File: config.mk
export PLATFORM = sky130hd
export DESIGN_NAME = uri_percent_decoder
export DESIGN_NICKNAME = d
export VERILOG_FILES = /design/src/rtl/upd_pkg.sv /design/src/rtl/uri_percent_decoder.sv /design/src/rtl/upd_queue.sv /design/src/rtl/upd_front.sv /design/src/rtl/upd_back.sv
export VERILOG_INCLUDE_DIRS = /design/src /design/src/rtl
export SDC_FILE = /design/constraint.sdc
export NUM_CORES = 1
export LEC_CHECK = 0
export ABC_AREA = 1
export BUFFER_PORTS_ARGS = -buffer_cell sky130_fd_sc_hd__buf_2
export CAP_MARGIN = 20
export CORE_MARGIN = 2
export CORE_UTILIZATION = 58
export CTS_BUF_LIST = sky130_fd_sc_hd__clkbuf_4
export CTS_CLUSTER_SIZE = 14
export DETAILED_ROUTE_END_ITERATION = 8
export GPL_TIMING_DRIVEN = 0
export PLACE_DENSITY_LB_ADDON = 0.2
export SLEW_MARGIN = 20
export SYNTH_ARGS = -nofsm -noshare
export SYNTH_HDL_FRONTEND = slang
export SYNTH_SLANG_ARGS = --single-unit
export TNS_END_PERCENT = 50
File: constraint.sdc
create_clock -name clock -period 4 [get_ports clock]
set_clock_uncertainty 0.05 [all_clocks]
set_input_delay 0.6 -clock clock [delete_from_list [all_inputs] [get_ports clock]]
set_output_delay 0.6 -clock clock [all_outputs]
set_load 0.005 [all_outputs]
File: src/rtl/uri_percent_decoder_macros.svh
// ----------------------------------------------------------------------------
// URI percent decoder assertion macros
// Shared concurrent assertion forms used across the decoder RTL.
// ----------------------------------------------------------------------------
`ifndef URI_PERCENT_DECODER_MACROS_SVH
`define URI_PERCENT_DECODER_MACROS_SVH

// Property that must hold at every clock edge outside reset.
`define UPD_ASSERT_ALWAYS(lbl, clk, rst, prop, msg) \
   lbl: assert property (@(posedge clk) disable iff (rst) (prop)) else $error(msg);

// Consequent checked in the same cycle as the antecedent.
`define UPD_ASSERT_IMPLY(lbl, clk, rst, ante, cons, msg) \
   lbl: assert property (@(posedge clk) disable iff (rst) (ante) |-> (cons)) else $error(msg);

// Consequent checked in the cycle after the antecedent.
`define UPD_ASSERT_NEXT(lbl, clk, rst, ante, cons, msg) \
   lbl: assert property (@(posedge clk) disable iff (rst) (ante) |=> (cons)) else $error(msg);

`endif

File: src/rtl/upd_pkg.sv
`timescale 1ns / 1ps
// ----------------------------------------------------------------------------
// URI percent decoder package
// Shared types, constants and character helpers for the decoder.
// ----------------------------------------------------------------------------
package upd_pkg;

   localparam int QUEUE_DEPTH_DEF = 4;

   localparam logic [7:0] CHAR_PERCENT = 8'h25;

   localparam logic [7:0] LEAD4_MASK  = 8'hf8;
   localparam logic [7:0] LEAD4_VALUE = 8'hf0;
   localparam logic [7:0] LEAD3_MASK  = 8'hf0;
   localparam logic [7:0] LEAD3_VALUE = 8'he0;
   localparam logic [7:0] LEAD2_MASK  = 8'he0;
   localparam logic [7:0] LEAD2_VALUE = 8'hc0;
   localparam logic [1:0] CONT_TAG    = 2'b10;

   typedef enum logic [2:0] {
      PH_NORMAL = 3'd0,
      PH_HEX1   = 3'd1,
      PH_HEX2   = 3'd2,
      PH_CPCT   = 3'd3,
      PH_CHEX1  = 3'd4,
      PH_CHEX2  = 3'd5
   } phase_type;

   typedef enum logic [2:0] {
      EMIT_NONE  = 3'd0,
      EMIT_INPUT = 3'd1,
      EMIT_VALUE = 3'd2,
      EMIT_KEPT  = 3'd3,
      EMIT_SEQ   = 3'd4,
      EMIT_ERR   = 3'd5,
      EMIT_DONE  = 3'd6
   } emit_type;

   // One queue entry: all results caused by one input transaction.
   typedef struct packed {
      logic [3:0][7:0] bytes;
      logic [1:0]      last_idx;
      logic            err;
      logic            done;
   } burst_type;

   // Returns {valid, value} for an ASCII hex digit.
   function automatic logic [4:0] hex_digit(input logic [7:0] c);
      logic [4:0] r;
      case (c) inside
         [8'h30:8'h39]:              r = {1'b1, c[3:0]};
         [8'h41:8'h46], [8'h61:8'h66]: r = {1'b1, c[3:0] + 4'd9};
         default:                    r = 5'd0;
      endcase
      return r;
   endfunction

   // Reserved characters kept as escapes in full-URI mode.
   function automatic logic is_kept(input logic [7:0] v);
      logic r;
      case (v) inside
         8'h3B, 8'h2F, 8'h3F, 8'h3A, 8'h40, 8'h26,
         8'h3D, 8'h2B, 8'h24, 8'h2C, 8'h23: r = 1'b1;
         default:                           r = 1'b0;
      endcase
      return r;
   endfunction

   // Number of continuation bytes a UTF-8 lead byte calls for; zero when invalid.
   function automatic logic [1:0] lead_conts(input logic [7:0] v);
      logic [1:0] r;
      if ((v & LEAD4_MASK) == LEAD4_VALUE) begin
         r = 2'd3;
      end else if ((v & LEAD3_MASK) == LEAD3_VALUE) begin
         r = 2'd2;
      end else if ((v & LEAD2_MASK) == LEAD2_VALUE) begin
         r = 2'd1;
      end else begin
         r = 2'd0;
      end
      return r;
   endfunction

endpackage

File: src/rtl/uri_percent_decoder.sv
`timescale 1ns / 1ps
// A result passes through the burst queue and then the back end's output register
// before it is visible. One input transaction is accepted per cycle while the queue has room;
// a burst of up to four result bytes holds the output until each byte has been popped.
// The burst queue depth sets how long the input side runs ahead of a stalled output.
// Reset is synchronous, active high, and returns to the start of a string in component mode.
// ----------------------------------------------------------------------------
// URI percent decoder
// Decodes percent escapes of a byte stream, with optional full-URI reserved handling.
// ----------------------------------------------------------------------------
module uri_percent_decoder
   import upd_pkg::*;
#(
   parameter int QUEUE_DEPTH = QUEUE_DEPTH_DEF
) (
   input  logic       clock,
   input  logic       reset,
   input  logic       req_push,
   output logic       req_full,
   input  logic [7:0] req_in_byte,
   input  logic       req_end_of_string,
   output logic       rsp_empty,
   input  logic       rsp_pop,
   output logic [7:0] rsp_out_byte,
   output logic       rsp_last_of_run,
   output logic       rsp_decode_error,
   output logic       rsp_string_done,
   input  logic       csr_we,
   input  logic [0:0] csr_wdata
);

   // The front end turns every accepted transaction into at most one burst entry.
   // Inputs that only advance escape state push nothing, so the queue holds only
   // transactions that still owe results to the consumer.
   logic      accept;
   logic      burst_push;
   burst_type burst;
   logic      q_full;
   logic      q_empty;
   logic      q_pop;
   burst_type q_data;

   // An input is taken whenever the queue has a free slot; this is conservative
   // for inputs that push nothing but keeps the accept path short.
   assign req_full = q_full;
   assign accept   = req_push && !q_full;

   upd_front u_front (
      .clock         (clock),
      .reset         (reset),
      .accept        (accept),
      .in_byte       (req_in_byte),
      .end_of_string (req_end_of_string),
      .csr_we        (csr_we),
      .csr_wdata     (csr_wdata),
      .burst_push    (burst_push),
      .burst         (burst)
   );

   // The queue decouples decoding from the byte-by-byte unrolling of bursts.
   upd_queue #(
      .DEPTH (QUEUE_DEPTH)
   ) u_queue (
      .clock     (clock),
      .reset     (reset),
      .push      (burst_push),
      .push_data (burst),
      .full      (q_full),
      .pop       (q_pop),
      .pop_data  (q_data),
      .empty     (q_empty)
   );

   // The back end holds the current burst in its output register and steps
   // through its bytes, refilling in the same cycle the last byte is taken if a burst is waiting.
   upd_back u_back (
      .clock            (clock),
      .reset            (reset),
      .q_empty          (q_empty),
      .q_data           (q_data),
      .q_pop            (q_pop),
      .rsp_empty        (rsp_empty),
      .rsp_pop          (rsp_pop),
      .rsp_out_byte     (rsp_out_byte),
      .rsp_last_of_run  (rsp_last_of_run),
      .rsp_decode_error (rsp_decode_error),
      .rsp_string_done  (rsp_string_done)
   );

endmodule

File: src/rtl/upd_queue.sv
`timescale 1ns / 1ps
// ----------------------------------------------------------------------------
// URI percent decoder burst queue
// Small first-in first-out store of result bursts between front and back.
// ----------------------------------------------------------------------------
`include "uri_percent_decoder_macros.svh"

module upd_queue
   import upd_pkg::*;
#(
   parameter int DEPTH = QUEUE_DEPTH_DEF
) (
   input  logic      clock,
   input  logic      reset,
   input  logic      push,
   input  burst_type push_data,
   output logic      full,
   input  logic      pop,
   output burst_type pop_data,
   output logic      empty
);

   localparam int PTR_W = (DEPTH > 1) ? $clog2(DEPTH) : 1;
   localparam int CNT_W = $clog2(DEPTH + 1);

   burst_type          mem_ff [DEPTH];
   logic [PTR_W-1:0]   wr_ptr_ff, wr_ptr_in;
   logic [PTR_W-1:0]   rd_ptr_ff, rd_ptr_in;
   logic [CNT_W-1:0]   count_ff, count_in;

   assign full     = (count_ff == CNT_W'(DEPTH));
   assign empty    = (count_ff == '0);
   assign pop_data = mem_ff[rd_ptr_ff];

   always_comb begin
      wr_ptr_in = wr_ptr_ff;
      rd_ptr_in = rd_ptr_ff;
      count_in  = count_ff;
      if (push) begin
         wr_ptr_in = (wr_ptr_ff == PTR_W'(DEPTH - 1)) ? '0 : wr_ptr_ff + 1'b1;
      end
      if (pop) begin
         rd_ptr_in = (rd_ptr_ff == PTR_W'(DEPTH - 1)) ? '0 : rd_ptr_ff + 1'b1;
      end
      if (push && !pop) begin
         count_in = count_ff + 1'b1;
      end else if (pop && !push) begin
         count_in = count_ff - 1'b1;
      end
   end

   always_ff @(posedge clock) begin
      if (reset) begin
         wr_ptr_ff <= '0;
         rd_ptr_ff <= '0;
         count_ff  <= '0;
      end else begin
         wr_ptr_ff <= wr_ptr_in;
         rd_ptr_ff <= rd_ptr_in;
         count_ff  <= count_in;
      end
   end

   always_ff @(posedge clock) begin
      if (push) begin
         mem_ff[wr_ptr_ff] <= push_data;
      end
   end

   `UPD_ASSERT_ALWAYS(a_count_bound, clock, reset, count_ff <= CNT_W'(DEPTH), "queue count beyond depth")
   `UPD_ASSERT_IMPLY(a_no_push_full, clock, reset, push, !full, "push into a full queue")
   `UPD_ASSERT_IMPLY(a_no_pop_empty, clock, reset, pop, !empty, "pop from an empty queue")
   `UPD_ASSERT_NEXT(a_count_grows, clock, reset, push && !pop, count_ff == $past(count_ff) + 1'b1, "queue count did not grow on push")

endmodule

File: src/rtl/upd_front.sv
`timescale 1ns / 1ps
// ----------------------------------------------------------------------------
// URI percent decoder front end
// Accepts encoded bytes, tracks escape state and builds result bursts.
// ----------------------------------------------------------------------------
module upd_front
   import upd_pkg::*;
(
   input  logic      clock,
   input  logic      reset,
   input  logic      accept,
   input  logic [7:0] in_byte,
   input  logic      end_of_string,
   input  logic      csr_we,
   input  logic [0:0] csr_wdata,
   output logic      burst_push,
   output burst_type burst
);

   phase_type        phase_ff, phase_in;
   logic [3:0]       high_nibble_ff, high_nibble_in;
   logic [7:0]       high_char_ff, high_char_in;
   logic [1:0]       cont_ff, cont_in;
   logic [3:0][7:0]  seq_ff, seq_in;
   logic [2:0]       seq_cnt_ff, seq_cnt_in;
   logic             err_latched_ff, err_latched_in;
   logic             mode_ff;

   logic [4:0]       hex;
   logic             hex_ok;
   logic [7:0]       value;
   logic [1:0]       lead;
   phase_type        ph_step;
   logic             bad;
   emit_type         kind;

   assign hex    = hex_digit(in_byte);
   assign hex_ok = hex[4];
   assign value  = {high_nibble_ff, hex[3:0]};
   assign lead   = lead_conts(value);

   // Next-state logic: escape tracking, error detection and string clearing.
   always_comb begin
      ph_step        = phase_ff;
      bad            = 1'b0;
      kind           = EMIT_NONE;
      phase_in       = phase_ff;
      high_nibble_in = high_nibble_ff;
      high_char_in   = high_char_ff;
      cont_in        = cont_ff;
      seq_in         = seq_ff;
      seq_cnt_in     = seq_cnt_ff;
      err_latched_in = err_latched_ff;

      unique case (phase_ff)
         PH_HEX1, PH_CHEX1: begin
            if (!hex_ok) begin
               bad = 1'b1;
            end else begin
               ph_step        = (phase_ff == PH_HEX1) ? PH_HEX2 : PH_CHEX2;
               high_nibble_in = hex[3:0];
               high_char_in   = in_byte;
            end
         end
         PH_HEX2: begin
            if (!hex_ok) begin
               bad = 1'b1;
            end else if (value[7]) begin
               if (lead == 2'd0) begin
                  bad = 1'b1;
               end else begin
                  ph_step    = PH_CPCT;
                  seq_in[0]  = value;
                  seq_cnt_in = 3'd1;
                  cont_in    = lead;
               end
            end else begin
               ph_step = PH_NORMAL;
               kind    = (mode_ff && is_kept(value)) ? EMIT_KEPT : EMIT_VALUE;
            end
         end
         PH_CPCT: begin
            if (in_byte != CHAR_PERCENT) begin
               bad = 1'b1;
            end else begin
               ph_step = PH_CHEX1;
            end
         end
         PH_CHEX2: begin
            if (!hex_ok || value[7:6] != CONT_TAG) begin
               bad = 1'b1;
            end else begin
               seq_in[seq_cnt_ff[1:0]] = value;
               seq_cnt_in             = seq_cnt_ff + 3'd1;
               cont_in                = cont_ff - 2'd1;
               if (cont_ff == 2'd1) begin
                  ph_step    = PH_NORMAL;
                  kind       = EMIT_SEQ;
                  seq_cnt_in = 3'd0;
               end else begin
                  ph_step = PH_CPCT;
               end
            end
         end
         default: begin
            if (in_byte == CHAR_PERCENT) begin
               ph_step = PH_HEX1;
            end else begin
               ph_step = PH_NORMAL;
               kind    = EMIT_INPUT;
            end
         end
      endcase

      // An escape left open at the end of the string is malformed.
      if (end_of_string && ph_step != PH_NORMAL) begin
         bad = 1'b1;
      end

      if (err_latched_ff) begin
         kind = end_of_string ? EMIT_ERR : EMIT_NONE;
      end else if (bad) begin
         kind = EMIT_ERR;
      end else if (kind == EMIT_NONE && end_of_string) begin
         kind = EMIT_DONE;
      end

      phase_in = ph_step;
      if (err_latched_ff) begin
         phase_in       = phase_ff;
         high_nibble_in = high_nibble_ff;
         high_char_in   = high_char_ff;
         cont_in        = cont_ff;
         seq_in         = seq_ff;
         seq_cnt_in     = seq_cnt_ff;
      end else if (bad) begin
         err_latched_in = 1'b1;
      end

      if (end_of_string) begin
         phase_in       = PH_NORMAL;
         high_nibble_in = '0;
         high_char_in   = '0;
         cont_in        = '0;
         seq_cnt_in     = '0;
         err_latched_in = 1'b0;
      end
   end

   // Output logic: the burst of results for this transaction.
   always_comb begin
      burst          = '0;
      burst.done     = end_of_string;
      burst_push     = accept && (kind != EMIT_NONE);
      unique case (kind)
         EMIT_INPUT: burst.bytes[0] = in_byte;
         EMIT_VALUE: burst.bytes[0] = value;
         EMIT_KEPT: begin
            burst.bytes[0] = CHAR_PERCENT;
            burst.bytes[1] = high_char_ff;
            burst.bytes[2] = in_byte;
            burst.last_idx = 2'd2;
         end
         EMIT_SEQ: begin
            for (int i = 0; i < 4; i++) begin
               burst.bytes[i] = (seq_cnt_ff[1:0] == 2'(i)) ? value : seq_ff[i];
            end
            burst.last_idx = seq_cnt_ff[1:0];
         end
         EMIT_ERR:  burst.err = 1'b1;
         default:   burst.err = 1'b0;
      endcase
   end

   always_ff @(posedge clock) begin
      if (reset) begin
         phase_ff       <= PH_NORMAL;
         high_nibble_ff <= '0;
         high_char_ff   <= '0;
         cont_ff        <= '0;
         seq_cnt_ff     <= '0;
         err_latched_ff <= 1'b0;
         mode_ff        <= 1'b0;
      end else begin
         if (accept) begin
            phase_ff       <= phase_in;
            high_nibble_ff <= high_nibble_in;
            high_char_ff   <= high_char_in;
            cont_ff        <= cont_in;
            seq_cnt_ff     <= seq_cnt_in;
            err_latched_ff <= err_latched_in;
         end
         if (csr_we) begin
            mode_ff <= csr_wdata[0];
         end
      end
   end

   always_ff @(posedge clock) begin
      if (accept) begin
         seq_ff <= seq_in;
      end
   end

endmodule

File: src/rtl/upd_back.sv
`timescale 1ns / 1ps
// ----------------------------------------------------------------------------
// URI percent decoder back end
// Unrolls queued bursts into single result bytes on the output register.
// ----------------------------------------------------------------------------
module upd_back
   import upd_pkg::*;
(
   input  logic      clock,
   input  logic      reset,
   input  logic      q_empty,
   input  burst_type q_data,
   output logic      q_pop,
   output logic      rsp_empty,
   input  logic      rsp_pop,
   output logic [7:0] rsp_out_byte,
   output logic      rsp_last_of_run,
   output logic      rsp_decode_error,
   output logic      rsp_string_done
);

   burst_type  cur_ff;
   logic [1:0] idx_ff;
   logic       valid_ff;
   logic       at_last;
   logic       take;
   logic       load;

   assign at_last = (idx_ff == cur_ff.last_idx);
   assign take    = valid_ff && rsp_pop;
   assign load    = (!valid_ff || (take && at_last)) && !q_empty;
   assign q_pop   = load;

   assign rsp_empty        = !valid_ff;
   assign rsp_out_byte     = cur_ff.bytes[idx_ff];
   assign rsp_last_of_run  = at_last;
   assign rsp_decode_error = cur_ff.err;
   assign rsp_string_done  = cur_ff.done && at_last;

   always_ff @(posedge clock) begin
      if (reset) begin
         valid_ff <= 1'b0;
         idx_ff   <= '0;
      end else if (load) begin
         valid_ff <= 1'b1;
         idx_ff   <= '0;
      end else if (take) begin
         if (at_last) begin
            valid_ff <= 1'b0;
         end else begin
            idx_ff <= idx_ff + 2'd1;
         end
      end
   end

   always_ff @(posedge clock) begin
      if (load) begin
         cur_ff <= q_data;
      end
   end

endmodule

==> impl_metrics.json <==
{
  "numPortBuffers": 27,
  "top_layer": "met4",
  "post-route-drc-count": 0,
  "p_total_w": 0.00704,
  "final_common_cell": "edfxtp_1",
  "clockRootBuffer": "clkbuf_4",
  "arrival_ns": 4.27,
  "initial_utilization_pct": 59.3,
  "synth.area.top_cells": "edfxtp_1 60%, o21ai_0 6.0%, dfxtp_1 5.8%",
  "cts.sinks": 243,
  "max_slew_margin_pct": 47.6,
  "min_from": "csr_wdata",
  "synth_edf_count": 212,
  "wl_met3_um": 1560,
  "die-area_mm2": 0.0195,
  "fin_crit_sh_pct": 93.9,
  "row_count": 49,
  "drtIter0Drc": 680,
  "fmax_ghz": 0.266,
  "track_usage_pct": 26.2,
  "powerDensity_mw_per_mm2": 584,
  "cts_max_path_buffers": 3,
  "routedWlPerCell_um": 18.5,
  "ys.flop_type": "edfxtp_1",
  "grt_pass1_vias": 7329,
  "ios": 28,
  "fp.dieW_um": 140,
  "worstReg2RegEnd": "u_queue.count_ff[2]",
  "hpwl_um": 17500,
  "rsz0062_at_grt": "no",
  "grt_max_degree": 30,
  "finalWirelength_um": 25000,
  "rrSetupSlack_ns": 0.24,
  "setup_violations": 0,
  "irDropWorstVdd_uv": 415,
  "vias_per_cell": 5.67,
  "drive_above_1_share_pct": 16.8,
  "core_area_mm2": 0.0180,
  "htreeDepth": 2,
  "wl_met2_um": 12300,
  "fin_util_pct": 66.9,
  "syn_nets": 1010,
  "place_congestion": 0.907,
  "min_path_cells": 3,
  "holdPathEnd": "u_front.mode_ff",
  "synth_area_mm2": 0.0107,
  "synth_top_area_share_pct": 59.6,
  "syn_to_final_growth_pct": 12.8,
  "power_leakage_nw": 4.50,
  "yosysUniqueCellTypes": 52,
  "dr.pass1.iters": 5,
  "grt_pass1_wl_um": 39100,
  "path_class": "register to register",
  "synth_warnings": 0,
  "tightest_slew_ns": 0.785,
  "antenna_found_initial": 2,
  "cts_tree": "yes",
  "slew_violations": 0,
  "fillers": 1429,
  "clk_pin_slew_worst_paths_ns": 0.06,
  "cp.required_ns": 4.51,
  "die_h_um": 140,
  "syn_inst": 980,
  "syn_area_per_cell_um2": 10.9,
  "critPathMaxFanout": 9,
  "regToRegStartpoint": "u_front.high_nibble_ff[0]",
  "postRouteAntennaNets": 0,
  "globalRoute.totalOverflow": 0,
  "cts_buffers": 58,
  "multi_input_area_mm2": 0.00325,
  "seq_area_mm2": 0.00699,
  "outcome": "completed",
  "hp-class": "input port to register",
  "vias": 7661,
  "worst_setup_path_end_kind": "register",
  "wl_met1_um": 10300,
  "clock_latency_ns": 0.69,
  "hold_buffers": 0,
  "critPathLaunchType": "register",
  "synthArstFlopShare_pct": 0,
  "nets": 1103,
  "drv_cap": 0,
  "synth_top_cell_by_area": "edfxtp_1",
  "synth.ff_latch_count": 243,
  "layout_common_cells": "212 x edfxtp_1, 150 x nor2_1, 129 x o21ai_0",
  "synth_seq_area_share_pct": 65.4,
  "fin_crit_ns": 3.76,
  "finalHoldViolations": 0,
  "r2r_cells": 17
}
[where the power goes]
part / switching [W] / internal [W] / total (W)
sequential: 0.000139 / 0.00326 / 0.00340
combinational: 0.00115 / 0.000513 / 0.00166
clock: 0.000961 / 0.00102 / 0.00198
total: 0.00225 / 0.00479 / 0.00704
[layout make-up]
class	instances	share of cell area, %
Inverter	81	2.62
Antenna cell	2	0.0415
Sequential cell	243	58.0
Timing Repair Buffer	33	2.33
Clock buffer	82	5.11
Clock inverter	26	1.13
Multi-Input combinational cell	615	26.9
Tap cell	229	2.38
Buffer	41	1.48
[state kept, by name (all words and copies together), names as in the netlist]
signal,cells
u_front.seq_cnt_ff,2
u_back.idx_ff,2
u_queue.count_ff,3
u_queue.mem_ff,144
u_queue.wr_ptr_ff,2
u_front.phase_ff,3
u_front.mode_ff,1
u_front.high_nibble_ff,4
u_queue.rd_ptr_ff,2
u_front.cont_ff,2
u_front.seq_ff,32
u_front.err_latched_ff,1
u_front.high_char_ff,8
u_back.rsp_decode_error,1
u_back.cur_ff,35
u_back.valid_ff,1
[stage by stage]
step | cells | cell area (um^2) | TNS, ns | hold WS, ns | worst slack (ns)
after floorplan | 980 | 10700 | -48.35 | 0.392 | -0.334
after global placement | 1236 | 11100 | -301.47 | 0.408 | -2.07
after detailed placement | 1242 | 11300 | -29.19 | 0.412 | -0.468
after CTS | 1350 | 12000 | 0 | 0.0626 | 0.134
after global routing | 1351 | 12000 | 0 | 0.0622 | 0.0452
final | 1352 | 12100 | 0 | 0.101 | 0.245
[critical path, stage by stage, from the launching register on]
cell and delay, ns:
dfxtp_1 0.58, inv_2 0.22, o311ai_1 0.53, nand2_1 0.14
nand4_2 0.18, nor2_2 0.09, nor2_4 0.20, inv_1 0.06
nand3_1 0.24, nand2_4 0.16, inv_1 0.10, ha_1 0.14
inv_1 0.08, fa_1 0.40, a21oi_1 0.14, o21ai_0 0.12
o21ai_0 0.17, a21oi_1 0.06
[how the worst max path moves through the flow]
| stage | startpoint | end | slack [ns] | cells after the start |
|---|---|---|---|---|
| floorplan | req_in_byte[1] | u_queue.mem_ff[0][0] | -0.33 | 17 |
| global placement | req_in_byte[1] | u_queue.mem_ff[0][18] | -2.07 | 21 |
| detailed placement | req_in_byte[1] | u_queue.count_ff[2] | -0.47 | 28 |
| CTS | u_front.high_nibble_ff[0] | u_queue.count_ff[2] | 0.13 | 17 |
| global route | req_in_byte[1] | u_queue.count_ff[2] | 0.05 | 28 |
| finish | u_front.high_nibble_ff[0] | u_queue.count_ff[2] | 0.24 | 17 |
[layer usage]
metal,vias up,track usage [%]
li1,3686,-
met1,3617,34.5
met2,303,43.2
met3,55,4.51
met4,0,11.2
met5,-,0
[cells by family after synthesis]
logic type,share of synthesized area (%)
simple gates,14.9
flops,65.4
xor+xnor,0.164
fa+ha+maj,1.83
compound gates,12.9
mux,0.105
buf+inv,4.63
[Yosys cell counts (2+ instances only)]
| library cell | n |
|---|---|
| o21ai_2 | 6 |
| o21a_1 | 2 |
| a22oi_1 | 3 |
| clkbuf_1 | 36 |
| ha_1 | 14 |
| o31ai_1 | 2 |
| nor2_4 | 3 |
| inv_6 | 2 |
| nand3b_1 | 2 |
| nand2_1 | 128 |
| nand2_4 | 3 |
| inv_2 | 10 |
| a211oi_2 | 7 |
| inv_1 | 67 |
| a211oi_1 | 3 |
| a21oi_1 | 34 |
| xor2_1 | 2 |
| o21ai_0 | 129 |
| o22ai_1 | 44 |
| edfxtp_1 | 212 |
| nand4_1 | 6 |
| nand3_4 | 3 |
| nor4_1 | 2 |
| nand2_2 | 8 |
| nor2_2 | 4 |
| nand3_1 | 28 |
| nand3_2 | 3 |
| o211ai_1 | 3 |
| nor3_1 | 7 |
| dfxtp_1 | 31 |
| nor2_1 | 155 |
[what timing repair did]
item,4_1_cts,5_1_grt
endpoints found under the setup margin,0,1
resized for setup,0,3
buffers inserted,0,0
No activity file was read; power rests on OpenSTA's default activity.
